==> src/sv/msa_pkg.sv <==
// Package for the mesh surface area accumulator.
// Holds item types and fixed datapath widths; no dependencies.
package msa_pkg;

   localparam int COORD_BITS = 24;
   localparam int DIFF_BITS  = COORD_BITS + 1;
   localparam int MUL_BITS   = DIFF_BITS + 1;
   localparam int PROD_BITS  = 2 * MUL_BITS;
   localparam int CROSS_BITS = 2 * DIFF_BITS + 1;
   localparam int CMAG_BITS  = CROSS_BITS - 1;
   localparam int HALF_CMAG  = CMAG_BITS / 2;
   localparam int RAD_BITS   = 2 * CMAG_BITS;
   localparam int ROOT_BITS  = CMAG_BITS;
   localparam int LEN_BITS   = ROOT_BITS + 1;
   localparam int HALF_BITS  = ROOT_BITS + 2;
   localparam int AREA_BITS  = 50;
   localparam int TOTAL_BITS = 64;
   localparam int STEP_BITS  = 4;
   localparam int CROSS_STEPS = 6;
   localparam int LAST_STEP   = 14;

   typedef struct packed {
      logic signed [COORD_BITS-1:0] a_x;
      logic signed [COORD_BITS-1:0] a_y;
      logic signed [COORD_BITS-1:0] a_z;
      logic signed [COORD_BITS-1:0] b_x;
      logic signed [COORD_BITS-1:0] b_y;
      logic signed [COORD_BITS-1:0] b_z;
      logic signed [COORD_BITS-1:0] c_x;
      logic signed [COORD_BITS-1:0] c_y;
      logic signed [COORD_BITS-1:0] c_z;
      logic                         quad_first;
      logic                         last_in_mesh;
   } msa_req_type;

   typedef struct packed {
      logic [AREA_BITS-1:0]  polygon_area;
      logic [TOTAL_BITS-1:0] total_area;
      logic                  mesh_done;
   } msa_rsp_type;

endpackage

==> src/sv/msa_mul.sv <==
// Shared signed multiplier with a registered product.
// Depends on msa_pkg for operand and product widths.
module msa_mul (
   input  logic                                clock,
   input  logic signed [msa_pkg::MUL_BITS-1:0]  op_a,
   input  logic signed [msa_pkg::MUL_BITS-1:0]  op_b,
   output logic signed [msa_pkg::PROD_BITS-1:0] prod
);
   import msa_pkg::*;

   logic signed [PROD_BITS-1:0] prod_ff;
   logic signed [PROD_BITS-1:0] prod_in;

   assign prod_in = op_a * op_b;

   always_ff @(posedge clock) begin
      prod_ff <= prod_in;
   end

   assign prod = prod_ff;

endmodule

==> src/sv/msa_isqrt.sv <==
// Bit-serial floored integer square root, one root bit per cycle.
// Depends on msa_pkg for radicand and root widths.
module msa_isqrt (
   input  logic                              clock,
   input  logic                              reset,
   input  logic                              start,
   input  logic [msa_pkg::RAD_BITS-1:0]      radicand,
   output logic                              done,
   output logic [msa_pkg::ROOT_BITS-1:0]     root
);
   import msa_pkg::*;

   localparam int REM_BITS = ROOT_BITS + 2;
   localparam int CNT_BITS = $clog2(ROOT_BITS);
   localparam logic [CNT_BITS-1:0] CNT_TOP = CNT_BITS'(ROOT_BITS - 1);

   logic                  busy_ff, busy_in;
   logic                  done_ff, done_in;
   logic [CNT_BITS-1:0]   cnt_ff, cnt_in;
   logic [REM_BITS-1:0]   rem_ff, rem_in;
   logic [ROOT_BITS-1:0]  root_ff, root_in;
   logic [RAD_BITS-1:0]   rad_ff, rad_in;
   logic [REM_BITS+1:0]   rem_sh;
   logic [REM_BITS+1:0]   trial;
   logic [REM_BITS+1:0]   rem_sub;

   assign rem_sh  = {rem_ff, rad_ff[RAD_BITS-1 -: 2]};
   assign trial   = {2'b00, root_ff, 2'b01};
   assign rem_sub = rem_sh - trial;

   always_comb begin
      busy_in = busy_ff;
      done_in = 1'b0;
      cnt_in  = cnt_ff;
      rem_in  = rem_ff;
      root_in = root_ff;
      rad_in  = rad_ff;
      if (start) begin
         busy_in = 1'b1;
         cnt_in  = CNT_TOP;
         rem_in  = '0;
         root_in = '0;
         rad_in  = radicand;
      end else if (busy_ff) begin
         rad_in = {rad_ff[RAD_BITS-3:0], 2'b00};
         if (rem_sh >= trial) begin
            rem_in  = rem_sub[REM_BITS-1:0];
            root_in = {root_ff[ROOT_BITS-2:0], 1'b1};
         end else begin
            rem_in  = rem_sh[REM_BITS-1:0];
            root_in = {root_ff[ROOT_BITS-2:0], 1'b0};
         end
         if (cnt_ff == '0) begin
            busy_in = 1'b0;
            done_in = 1'b1;
         end else begin
            cnt_in = cnt_ff - 1'b1;
         end
      end
   end

   always_ff @(posedge clock) begin
      if (reset) begin
         busy_ff <= 1'b0;
         done_ff <= 1'b0;
      end else begin
         busy_ff <= busy_in;
         done_ff <= done_in;
      end
      cnt_ff  <= cnt_in;
      rem_ff  <= rem_in;
      root_ff <= root_in;
      rad_ff  <= rad_in;
   end

   assign done = done_ff;
   assign root = root_ff;

endmodule

==> src/sv/mesh_surface_area_accumulator.sv <==
// Mesh surface area accumulator: top level with sequencer and polygon totals.
// Depends on msa_pkg, msa_mul and msa_isqrt.
//
//   channel  direction  handshake             payload
//   req      in         req_valid/req_stall   msa_req_type, one triangle
//   rsp      out        rsp_valid/rsp_stall   msa_rsp_type, one polygon
//
// A triangle is handled in order: the item is taken, fifteen products go
// through the shared multiplier, the 50-iteration square root runs, and the
// result is finished.
// Reset is synchronous and clears the held quad half and the running total.
// A stalled result is held in the output register; a new item is taken
// meanwhile, and a finish that gives a result waits until the result leaves.
module mesh_surface_area_accumulator (
   input  logic                  clock,
   input  logic                  reset,
   input  logic                  req_valid,
   output logic                  req_stall,
   input  msa_pkg::msa_req_type  req_item,
   output logic                  rsp_valid,
   input  logic                  rsp_stall,
   output msa_pkg::msa_rsp_type  rsp_item
);
   import msa_pkg::*;

   localparam logic [2:0] ST_IDLE = 3'd0;
   localparam logic [2:0] ST_MUL  = 3'd1;
   localparam logic [2:0] ST_SQS  = 3'd2;
   localparam logic [2:0] ST_SQW  = 3'd3;
   localparam logic [2:0] ST_FIN  = 3'd4;

   logic [2:0]                   state_ff, state_in;
   logic [STEP_BITS-1:0]         step_ff, step_in;
   logic                         phase_ff, phase_in;
   logic signed [DIFF_BITS-1:0]  u_ff [3];
   logic signed [DIFF_BITS-1:0]  v_ff [3];
   logic signed [DIFF_BITS-1:0]  u_in [3];
   logic signed [DIFF_BITS-1:0]  v_in [3];
   logic                         first_ff, first_in;
   logic                         last_ff, last_in;
   logic signed [CROSS_BITS-1:0] acc_ff, acc_in;
   logic [CMAG_BITS-1:0]         cmag_ff [3];
   logic [CMAG_BITS-1:0]         cmag_in [3];
   logic                         neg_ff, neg_in;
   logic [RAD_BITS-1:0]          rad_ff, rad_in;
   logic signed [HALF_BITS-1:0]  held_ff, held_in;
   logic                         pend_ff, pend_in;
   logic [TOTAL_BITS-1:0]        total_ff, total_in;
   logic                         rsp_valid_ff, rsp_valid_in;
   msa_rsp_type                  rsp_ff, rsp_in;

   logic                         req_fire;
   logic [1:0]                   sel_u, sel_v, sq_k, sq_j;
   logic signed [MUL_BITS-1:0]   op_a, op_b;
   logic signed [PROD_BITS-1:0]  prod;
   logic signed [CROSS_BITS-1:0] diff;
   logic [CROSS_BITS-1:0]        diff_mag;
   logic [RAD_BITS-1:0]          sq_add;
   logic                         sqrt_done;
   logic [ROOT_BITS-1:0]         root;
   logic signed [LEN_BITS-1:0]   len;
   logic signed [HALF_BITS-1:0]  sum;
   logic [HALF_BITS-1:0]         sum_mag;
   logic [AREA_BITS-1:0]         area;
   logic [TOTAL_BITS:0]          tot_wide;
   logic [TOTAL_BITS-1:0]        tot;

   assign req_stall = (state_ff != ST_IDLE);
   assign req_fire  = req_valid && !req_stall;

   // operand schedule: six cross products, then three partial squares each
   always_comb begin
      sel_u = 2'd0;
      sel_v = 2'd0;
      sq_k  = 2'd0;
      sq_j  = 2'd0;
      case (step_ff)
         4'd0:    begin sel_u = 2'd1; sel_v = 2'd2; end
         4'd1:    begin sel_u = 2'd2; sel_v = 2'd1; end
         4'd2:    begin sel_u = 2'd2; sel_v = 2'd0; end
         4'd3:    begin sel_u = 2'd0; sel_v = 2'd2; end
         4'd4:    begin sel_u = 2'd0; sel_v = 2'd1; end
         4'd5:    begin sel_u = 2'd1; sel_v = 2'd0; end
         4'd6:    begin sq_k = 2'd0; sq_j = 2'd0; end
         4'd7:    begin sq_k = 2'd0; sq_j = 2'd1; end
         4'd8:    begin sq_k = 2'd0; sq_j = 2'd2; end
         4'd9:    begin sq_k = 2'd1; sq_j = 2'd0; end
         4'd10:   begin sq_k = 2'd1; sq_j = 2'd1; end
         4'd11:   begin sq_k = 2'd1; sq_j = 2'd2; end
         4'd12:   begin sq_k = 2'd2; sq_j = 2'd0; end
         4'd13:   begin sq_k = 2'd2; sq_j = 2'd1; end
         4'd14:   begin sq_k = 2'd2; sq_j = 2'd2; end
         default: begin sq_k = 2'd0; sq_j = 2'd0; end
      endcase
   end

   always_comb begin
      if (step_ff < STEP_BITS'(CROSS_STEPS)) begin
         op_a = MUL_BITS'(u_ff[sel_u]);
         op_b = MUL_BITS'(v_ff[sel_v]);
      end else begin
         case (sq_j)
            2'd0: begin
               op_a = {1'b0, cmag_ff[sq_k][CMAG_BITS-1:HALF_CMAG]};
               op_b = {1'b0, cmag_ff[sq_k][CMAG_BITS-1:HALF_CMAG]};
            end
            2'd1: begin
               op_a = {1'b0, cmag_ff[sq_k][CMAG_BITS-1:HALF_CMAG]};
               op_b = {1'b0, cmag_ff[sq_k][HALF_CMAG-1:0]};
            end
            default: begin
               op_a = {1'b0, cmag_ff[sq_k][HALF_CMAG-1:0]};
               op_b = {1'b0, cmag_ff[sq_k][HALF_CMAG-1:0]};
            end
         endcase
      end
   end

   msa_mul u_mul (
      .clock (clock),
      .op_a  (op_a),
      .op_b  (op_b),
      .prod  (prod)
   );

   msa_isqrt u_isqrt (
      .clock    (clock),
      .reset    (reset),
      .start    (state_ff == ST_SQS),
      .radicand (rad_ff),
      .done     (sqrt_done),
      .root     (root)
   );

   assign diff     = acc_ff - prod[CROSS_BITS-1:0];
   assign diff_mag = diff[CROSS_BITS-1] ? CROSS_BITS'(-diff) : CROSS_BITS'(diff);

   always_comb begin
      case (sq_j)
         2'd0:    sq_add = {prod[CMAG_BITS-1:0], {CMAG_BITS{1'b0}}};
         2'd1:    sq_add = RAD_BITS'({prod[CMAG_BITS-1:0], {(HALF_CMAG+1){1'b0}}});
         default: sq_add = RAD_BITS'(prod[CMAG_BITS-1:0]);
      endcase
   end

   assign len      = neg_ff ? -LEN_BITS'(root) : LEN_BITS'(root);
   assign sum      = (pend_ff ? held_ff : '0) + HALF_BITS'(len);
   assign sum_mag  = sum[HALF_BITS-1] ? HALF_BITS'(-sum) : HALF_BITS'(sum);
   assign area     = sum_mag[AREA_BITS:1];
   assign tot_wide = {1'b0, total_ff} + (TOTAL_BITS+1)'(area);
   assign tot      = tot_wide[TOTAL_BITS] ? '1 : tot_wide[TOTAL_BITS-1:0];

   always_comb begin
      state_in     = state_ff;
      step_in      = step_ff;
      phase_in     = phase_ff;
      u_in         = u_ff;
      v_in         = v_ff;
      first_in     = first_ff;
      last_in      = last_ff;
      acc_in       = acc_ff;
      cmag_in      = cmag_ff;
      neg_in       = neg_ff;
      rad_in       = rad_ff;
      held_in      = held_ff;
      pend_in      = pend_ff;
      total_in     = total_ff;
      rsp_valid_in = rsp_valid_ff && rsp_stall;
      rsp_in       = rsp_ff;
      case (state_ff)
         ST_IDLE: begin
            if (req_fire) begin
               u_in[0]  = DIFF_BITS'(req_item.b_x) - DIFF_BITS'(req_item.a_x);
               u_in[1]  = DIFF_BITS'(req_item.b_y) - DIFF_BITS'(req_item.a_y);
               u_in[2]  = DIFF_BITS'(req_item.b_z) - DIFF_BITS'(req_item.a_z);
               v_in[0]  = DIFF_BITS'(req_item.c_x) - DIFF_BITS'(req_item.a_x);
               v_in[1]  = DIFF_BITS'(req_item.c_y) - DIFF_BITS'(req_item.a_y);
               v_in[2]  = DIFF_BITS'(req_item.c_z) - DIFF_BITS'(req_item.a_z);
               first_in = req_item.quad_first;
               last_in  = req_item.last_in_mesh;
               rad_in   = '0;
               step_in  = '0;
               phase_in = 1'b0;
               state_in = ST_MUL;
            end
         end
         ST_MUL: begin
            phase_in = !phase_ff;
            if (phase_ff) begin
               if (step_ff < STEP_BITS'(CROSS_STEPS)) begin
                  if (!step_ff[0]) begin
                     acc_in = prod[CROSS_BITS-1:0];
                  end else begin
                     cmag_in[step_ff[2:1]] = diff_mag[CMAG_BITS-1:0];
                     if (step_ff == STEP_BITS'(CROSS_STEPS - 1)) begin
                        neg_in = diff[CROSS_BITS-1];
                     end
                  end
               end else begin
                  rad_in = rad_ff + sq_add;
               end
               if (step_ff == STEP_BITS'(LAST_STEP)) begin
                  state_in = ST_SQS;
               end else begin
                  step_in = step_ff + 1'b1;
               end
            end
         end
         ST_SQS: begin
            state_in = ST_SQW;
         end
         ST_SQW: begin
            if (sqrt_done) begin
               state_in = ST_FIN;
            end
         end
         ST_FIN: begin
            if (!pend_ff && first_ff) begin
               held_in  = HALF_BITS'(len);
               pend_in  = 1'b1;
               state_in = ST_IDLE;
            end else if (!(rsp_valid_ff && rsp_stall)) begin
               rsp_in.polygon_area = area;
               rsp_in.total_area   = tot;
               rsp_in.mesh_done    = last_ff;
               rsp_valid_in        = 1'b1;
               total_in            = last_ff ? '0 : tot;
               pend_in             = 1'b0;
               held_in             = '0;
               state_in            = ST_IDLE;
            end
         end
         default: begin
            state_in = ST_IDLE;
         end
      endcase
   end

   always_ff @(posedge clock) begin
      if (reset) begin
         state_ff     <= ST_IDLE;
         held_ff      <= '0;
         pend_ff      <= 1'b0;
         total_ff     <= '0;
         rsp_valid_ff <= 1'b0;
      end else begin
         state_ff     <= state_in;
         held_ff      <= held_in;
         pend_ff      <= pend_in;
         total_ff     <= total_in;
         rsp_valid_ff <= rsp_valid_in;
      end
      step_ff  <= step_in;
      phase_ff <= phase_in;
      u_ff     <= u_in;
      v_ff     <= v_in;
      first_ff <= first_in;
      last_ff  <= last_in;
      acc_ff   <= acc_in;
      cmag_ff  <= cmag_in;
      neg_ff   <= neg_in;
      rad_ff   <= rad_in;
      rsp_ff   <= rsp_in;
   end

   assign rsp_valid = rsp_valid_ff;
   assign rsp_item  = rsp_ff;

`ifndef SYNTHESIS
   a_root_in_wait: assert property (@(posedge clock) disable iff (reset)
      sqrt_done |-> state_ff == ST_SQW)
      else $error("square root finished outside its wait state");

   a_start_seq: assert property (@(posedge clock) disable iff (reset)
      req_fire |=> state_ff == ST_MUL && step_ff == '0 && !phase_ff)
      else $error("accepted item did not start the multiply sequence");

   a_held_clear: assert property (@(posedge clock) disable iff (reset)
      !pend_ff |-> held_ff == '0)
      else $error("held quad half not cleared while nothing pending");

   a_fin_nomul: assert property (@(posedge clock) disable iff (reset)
      state_ff == ST_SQS |-> $past(state_ff) == ST_MUL && $past(step_ff) == LAST_STEP)
      else $error("root started before the last square was added");
`endif

endmodule

==> config.mk <==
export PLATFORM = sky130hd
export DESIGN_NAME = mesh_surface_area_accumulator
export DESIGN_NICKNAME = d
export VERILOG_FILES = /design/src/sv/msa_pkg.sv /design/src/sv/msa_mul.sv /design/src/sv/msa_isqrt.sv /design/src/sv/mesh_surface_area_accumulator.sv
export SDC_FILE = /design/constraint.sdc
export NUM_CORES = 2
export LEC_CHECK = 0
export BUFFER_PORTS_ARGS = -buffer_cell sky130_fd_sc_hd__buf_2
export CAP_MARGIN = 30
export CORE_ASPECT_RATIO = 1.1
export CORE_MARGIN = 1
export CORE_UTILIZATION = 65
export CTS_CLUSTER_DIAMETER = 120
export DETAILED_ROUTE_END_ITERATION = 12
export MAX_ROUTING_LAYER = met4
export PLACE_DENSITY_LB_ADDON = 0.05
export SLEW_MARGIN = 5
export SYNTH_ARGS = -nofsm -noshare
export SYNTH_HDL_FRONTEND = slang
export SYNTH_SLANG_ARGS = --single-unit
==> constraint.sdc <==
create_clock -name clock -period 31.5 [get_ports clock]
set_input_delay 1.575 -clock clock [delete_from_list [all_inputs] [get_ports clock]]
set_output_delay 1.575 -clock clock [all_outputs]
set_load 0.05 [all_outputs]
# After elaboration in Yosys (flattened, before gate mapping)
# Index checks and enable logic that the tools add are counted.
[op_classes]
n_addsub = 16
magnitude_cmp = 7
n_reduce_logical = 35
mul = 1
bitwise = 9
n_eq_ne = 26
n_mux = 58
[op_table]
columns = ["operator", "count"]
rows = [
  ["$mux W100", 5],
  ["$pmux W100 S2", 2],
  ["$mux W52", 4],
  ["$mux W50", 4],
  ["$bwmux W150", 1],
  ["$mux W25", 6],
  ["$sub A24 B24 Y25", 6],
  ["$mux W64", 2],
  ["$mux W51", 2],
  ["$add A100 B100 Y100", 1],
  ["$bmux W25 S2", 2],
  ["$bmux W50 S2", 1],
  ["$demux W50 S2", 1],
  ["$add A64 B50 Y65", 1],
  ["$ge A54 B52 Y1", 1],
  ["$add A52 B52 Y52", 1],
  ["$mux W26", 2],
  ["$sub A52 B52 Y52", 1],
  ["$mul A26 B26 Y51", 1],
  ["$neg A50 Y51", 1],
  ["$neg A51 Y51", 1],
  ["$sub A51 B51 Y51", 1],
  ["$neg A50 Y50", 1],
  ["$eq A4 B4 Y1 const B", 7],
  ["38 further kinds", 97],
]
[totals]
register_bits = 956
elab_cells = 183
in_bits = 222

# Depth between registers and ports, before layout
[depth]
word_depth = 10
depth_mapped = 45

# Cells and area by module
# Synthesis repeated with hierarchy kept, for this count alone.
[unflattened]
cells_unflattened = 9552
hier_area_um2 = 88924.0
[modules_own_cells]
columns = ["module", "cells_each", "area_each_um2", "instances"]
rows = [
  ["mesh_surface_area_accumulator", 5551, 50938.9, 1],
  ["msa_mul", 2747, 25557.0, 1],
  ["msa_isqrt", 1254, 12428.2, 1],
]

# Worst setup path after synthesis
# No wires, ideal clock.
[synth_path]
kind = "reg-to-reg"
start = "register step_ff[1]"
end = "register u_mul.prod_ff[49] (netlist: u_mul.prod[49])"
stages_incl_launch_ff = 44
arrival_ns = 10.664
setup_ns = 0.125
setup_slack_ns = 20.710
t_required_ns = 31.375
period_less_slack_ns = 10.790
cell_sequence = "edfxtp_1 > inv_1 > ha_1 > clkbuf_1 > o31a_1 > clkbuf_1 > clkbuf_1 > clkbuf_1 > buf_1 > clkbuf_1 > a21oi_1 > nor2_1 > a211oi_1 > a21oi_1 > clkbuf_1 > nand2_1 > fa_1 > inv_1 > [... 8 more ...] > fa_1 > inv_1 > fa_1 > inv_1 > ha_1 > a21o_1 > a211oi_1 > nand2b_1 > o21ai_0 > a31oi_1 > a21oi_1 > o211ai_1 > a31oi_1 > o21ai_0 > a221o_1 > a221oi_1 > or4b_2 > nand3_1"
[synth_between]
elab_chain_cells = 10
[synth_lines]
columns = ["element", "line_no", "source"]
rows = [
  ["start, declared", "mesh_surface_area_accumulator.sv:33", "logic [STEP_BITS-1:0] step_ff, step_in;"],
  ["start signal, assigned", "mesh_surface_area_accumulator.sv:253", "step_ff <= step_in;"],
  ["$eq A4 B4 Y1", "mesh_surface_area_accumulator.sv:77", "case (step_ff)"],
  ["$reduce_or A3 Y1 (no line)", "-", ""],
  ["$pmux W2 S2", "mesh_surface_area_accumulator.sv:77", ""],
  ["$not A2 Y3 (implied by the code)", "-", ""],
  ["$bmux W50 S2", "-", ""],
  ["$mux W50 (implied by the code) (2 in a row)", "mesh_surface_area_accumulator.sv:109, mesh_surface_area_accumulator.sv:112, mesh_surface_area_accumulator.sv:113", ""],
  ["$mux W25", "-", ""],
  ["$mux W26", "mesh_surface_area_accumulator.sv:98", "if (step_ff < STEP_BITS'(CROSS_STEPS)) begin"],
  ["$mul A26 B26 Y51 (*)", "msa_mul.sv:14", "assign prod_in = op_a * op_b;"],
  ["named net u_mul.prod_in[49]", "msa_mul.sv:12", "logic signed [PROD_BITS-1:0] prod_in;"],
  ["end signal, assigned", "msa_mul.sv:17", "prod_ff <= prod_in;"],
  ["end, declared", "msa_mul.sv:11", "logic signed [PROD_BITS-1:0] prod_ff;"],
]
# Mark *: on every way through the listed nets, which the timed path passes. The rest lies on a longest branch. The select of a mux whose other input is x is not followed.
# A chain may end at the register's enable or synchronous reset.

# Final worst setup path
[layout_path]
start = "register step_ff[3]"
end = "register u_mul.prod_ff[49] (netlist: u_mul.prod[49])"
# The elaborated chain is that of the path after synthesis.

==> metrics.txt <==
number of vias per cell 6.168; top post-synthesis cells by area edfxtp_1 (23%), fa_1 (17%), ha_1 (8.7%); Top Ports 339; most used flip-flop cell after synthesis edfxtp_1; worst slew pin tran 1.080 ns; crit path capture u_mul.prod[49]; cts hold-fix bufs 0; r2r endpoint u_mul.prod[49]; GP Congestion 1.016; startpoint types flop; endpoints failing setup 0; max-slew violations 0; skew final 0.06446 ns; GRT overflow 0; postcts setup bufs 0; R2R Path Start step_ff[3]; total wire length 259,000 um; Worst R2R Path Depth 37; hpwl dp 201,800 um; Synth area leader edfxtp_1; asr flop ratio synth 0%; Die W 349.1 um; DRC 0; global-route wire length before repair 400,500 um; Max Cap Violations 0; status finished, final reports clean; critical path peak fanout 46; vias in the first global route 70,568; CTS sink cnt 955; initial antenna violation count 13; synthesized flop and latch total 955; syn_area_per_cell 9.032 um2; path type of the worst min-delay path flop to flop; core area 131,000 um2; Post-Synthesis Cells 9,536; Resized Gates After CTS 0; CP arrival 12.71 ns; synth unique cells 94; CP Class flop to flop; Ys Warns 0; First-pass DRT Iterations 6; Detail Route Antenna Nets 0; Clk pin slew, worst setup/hold paths 0.06 ns; CP peak stage delay 0.83 ns; register area share after synthesis 30.03%; commonest non-fill, non-tap cell in the layout nand2_1; TritonCTS clock tree built; Tcrit/Tclk final 38.40%; Fin Setup TNS 0 ns; pin count of the biggest net entering global routing 89; cell row count 139; # fillers 10,233; final hold violations 0; Num CTS Buffers 101; crit path from step_ff[3]; CP max stage cell a31oi_2; area delta synth->final 8.385%; Syn Nets 11,070; fraction of layout cells with a size suffix above 1 7.808%; via count 71,351; Max Fclk 82.67 MHz; total number of H-tree levels 3; Rel. slew slack 27.46%; top cell type's share of synthesized area 23.50%; unrepaired setup endpoints after global routing no; Worst EP required 32.12 ns; nets 11,243; WL/cell 22.39 um; IO buf count 338; worst-case clock buffer depth 3; EDFF count, synth 674; Initial Util 65.77%; insertion delay to the later sink of the worst-skew pair 0.75 ns; Final min period 12.10 ns; commonest non-fill, non-tap cells in the layout nand2_1 (1,209), inv_1 (1,085), nor2_1 (1,007); 1st-iter DRT viols 6,481; flop-to-flop setup slack 19.40 ns; All-Layer GR Usage 39.88%; area of the mapped netlist 86,130 um2; Total Die Area 134,000 um2; crit end category flop; DIE HEIGHT 383.8 um; Root Driver clkbuf_16
## sequential cells by signal (all words and copies together), names as in the netlist, 3 cells and up
signal	flops
acc_ff	51
u_isqrt.rad_ff	100
step_ff	4
u_isqrt.rem_ff	52
u_mul.prod	51
u_isqrt.root	50
state_ff	3
cmag_ff	150
total_ff	64
held_ff	51
v_ff	75
rsp_item	115
rad_ff	100
u_isqrt.cnt_ff	6
u_ff	75
## final cells by class
type	count	area, um2	area share [%]
diodes	7	17.52	0.01876
inverters	1089	4095	4.387
clock buffers	125	2731	2.926
multi-input cells	7106	55020	58.93
flip-flops and latches	955	25870	27.71
well taps	1762	2205	2.362
clock inverters	67	767.0	0.8216
repair buffers	456	2653	2.841
## cell families (layout without fill, tap and decap cells)
group | count (synthesis) | in the layout | synth area share [%]
XOR/XNOR | 569 | 569 | 5.803
buffers and inverters | 1475 | 1737 | 6.428
AO/OA/AOI/OAI | 1986 | 1986 | 14.88
other | 0 | 7 | 0
flip-flops | 955 | 955 | 30.03
AND/OR/NAND/NOR | 3083 | 3083 | 15.77
adder cells (fa/ha/maj) | 1312 | 1312 | 25.26
multiplexers | 156 | 156 | 1.820
## synth_stat cells (all sizes together), types with 18 or more instances
library cell  count
a2111oi          22
a211oi           93
a21boi           39
a21o            248
a21oi           633
a22o             77
a22oi            57
a31oi            79
and2            137
and3             67
buf              30
clkbuf          356
dfxtp           281
edfxtp          674
fa              712
ha              600
inv            1087
mux2i           151
nand2          1210
nand2b           73
nand3           119
nand4            62
nor2           1014
nor2b            83
nor3            124
nor4             18
o211ai           21
o21a             73
o21ai           342
o21bai           80
o31ai            46
or2              56
or3              49
xnor2           391
xor2            177
## layer usage
metal	up-vias	GRT usage [%]	part of all wire [%]
met5	-	-	0
met4	0	18.30	5.2
met3	668	6.740	9.5
met2	3473	62.04	46
met1	34579	51.11	40
li1	32631	-	-
## critical path: cells and delay by family (launching register included)
kind	cells	cell delay, ns
compound gates	13	4.71
fa+ha+maj	8	3.90
buf+inv	9	1.39
flops	1	0.81
mux	1	0.17
simple gates	6	0.94
## worst min path at each step
| stage | startpoint | to | slack [ns] | cells after the start |
|---|---|---|---|---|
| 6_report | total_ff[37] | total_ff[37] | 0.48 | 1 |
| 5_1_grt | total_ff[19] | total_ff[19] | 0.50 | 1 |
| 4_1_cts | total_ff[22] | total_ff[22] | 0.48 | 1 |
| 3_5_place_dp | total_ff[46] | total_ff[46] | 0.46 | 1 |
| 3_3_place_gp | total_ff[3] | total_ff[3] | 0.46 | 1 |
| 2_1_floorplan | u_mul.prod[50] | acc_ff[50] | 0.43 | 0 |
## through the flow
step	utilization, %	hold slack, ns	setup slack (ns)	cells	area [um2]
6_report	71.29	0.4841	19.40	11567	93360
5_1_grt	71.28	0.4988	18.83	11566	93350
4_1_cts	71.18	0.4825	19.52	11555	93220
3_5_place_dp	68.51	0.4628	19.57	11363	89720
3_3_place_gp	68.47	0.4627	19.78	11355	89670
2_1_floorplan	-	0.4292	20.71	9536	86130
Power is not shown: default switching activity piles up to over one toggle a cycle in this logic, so the estimate is an artifact.
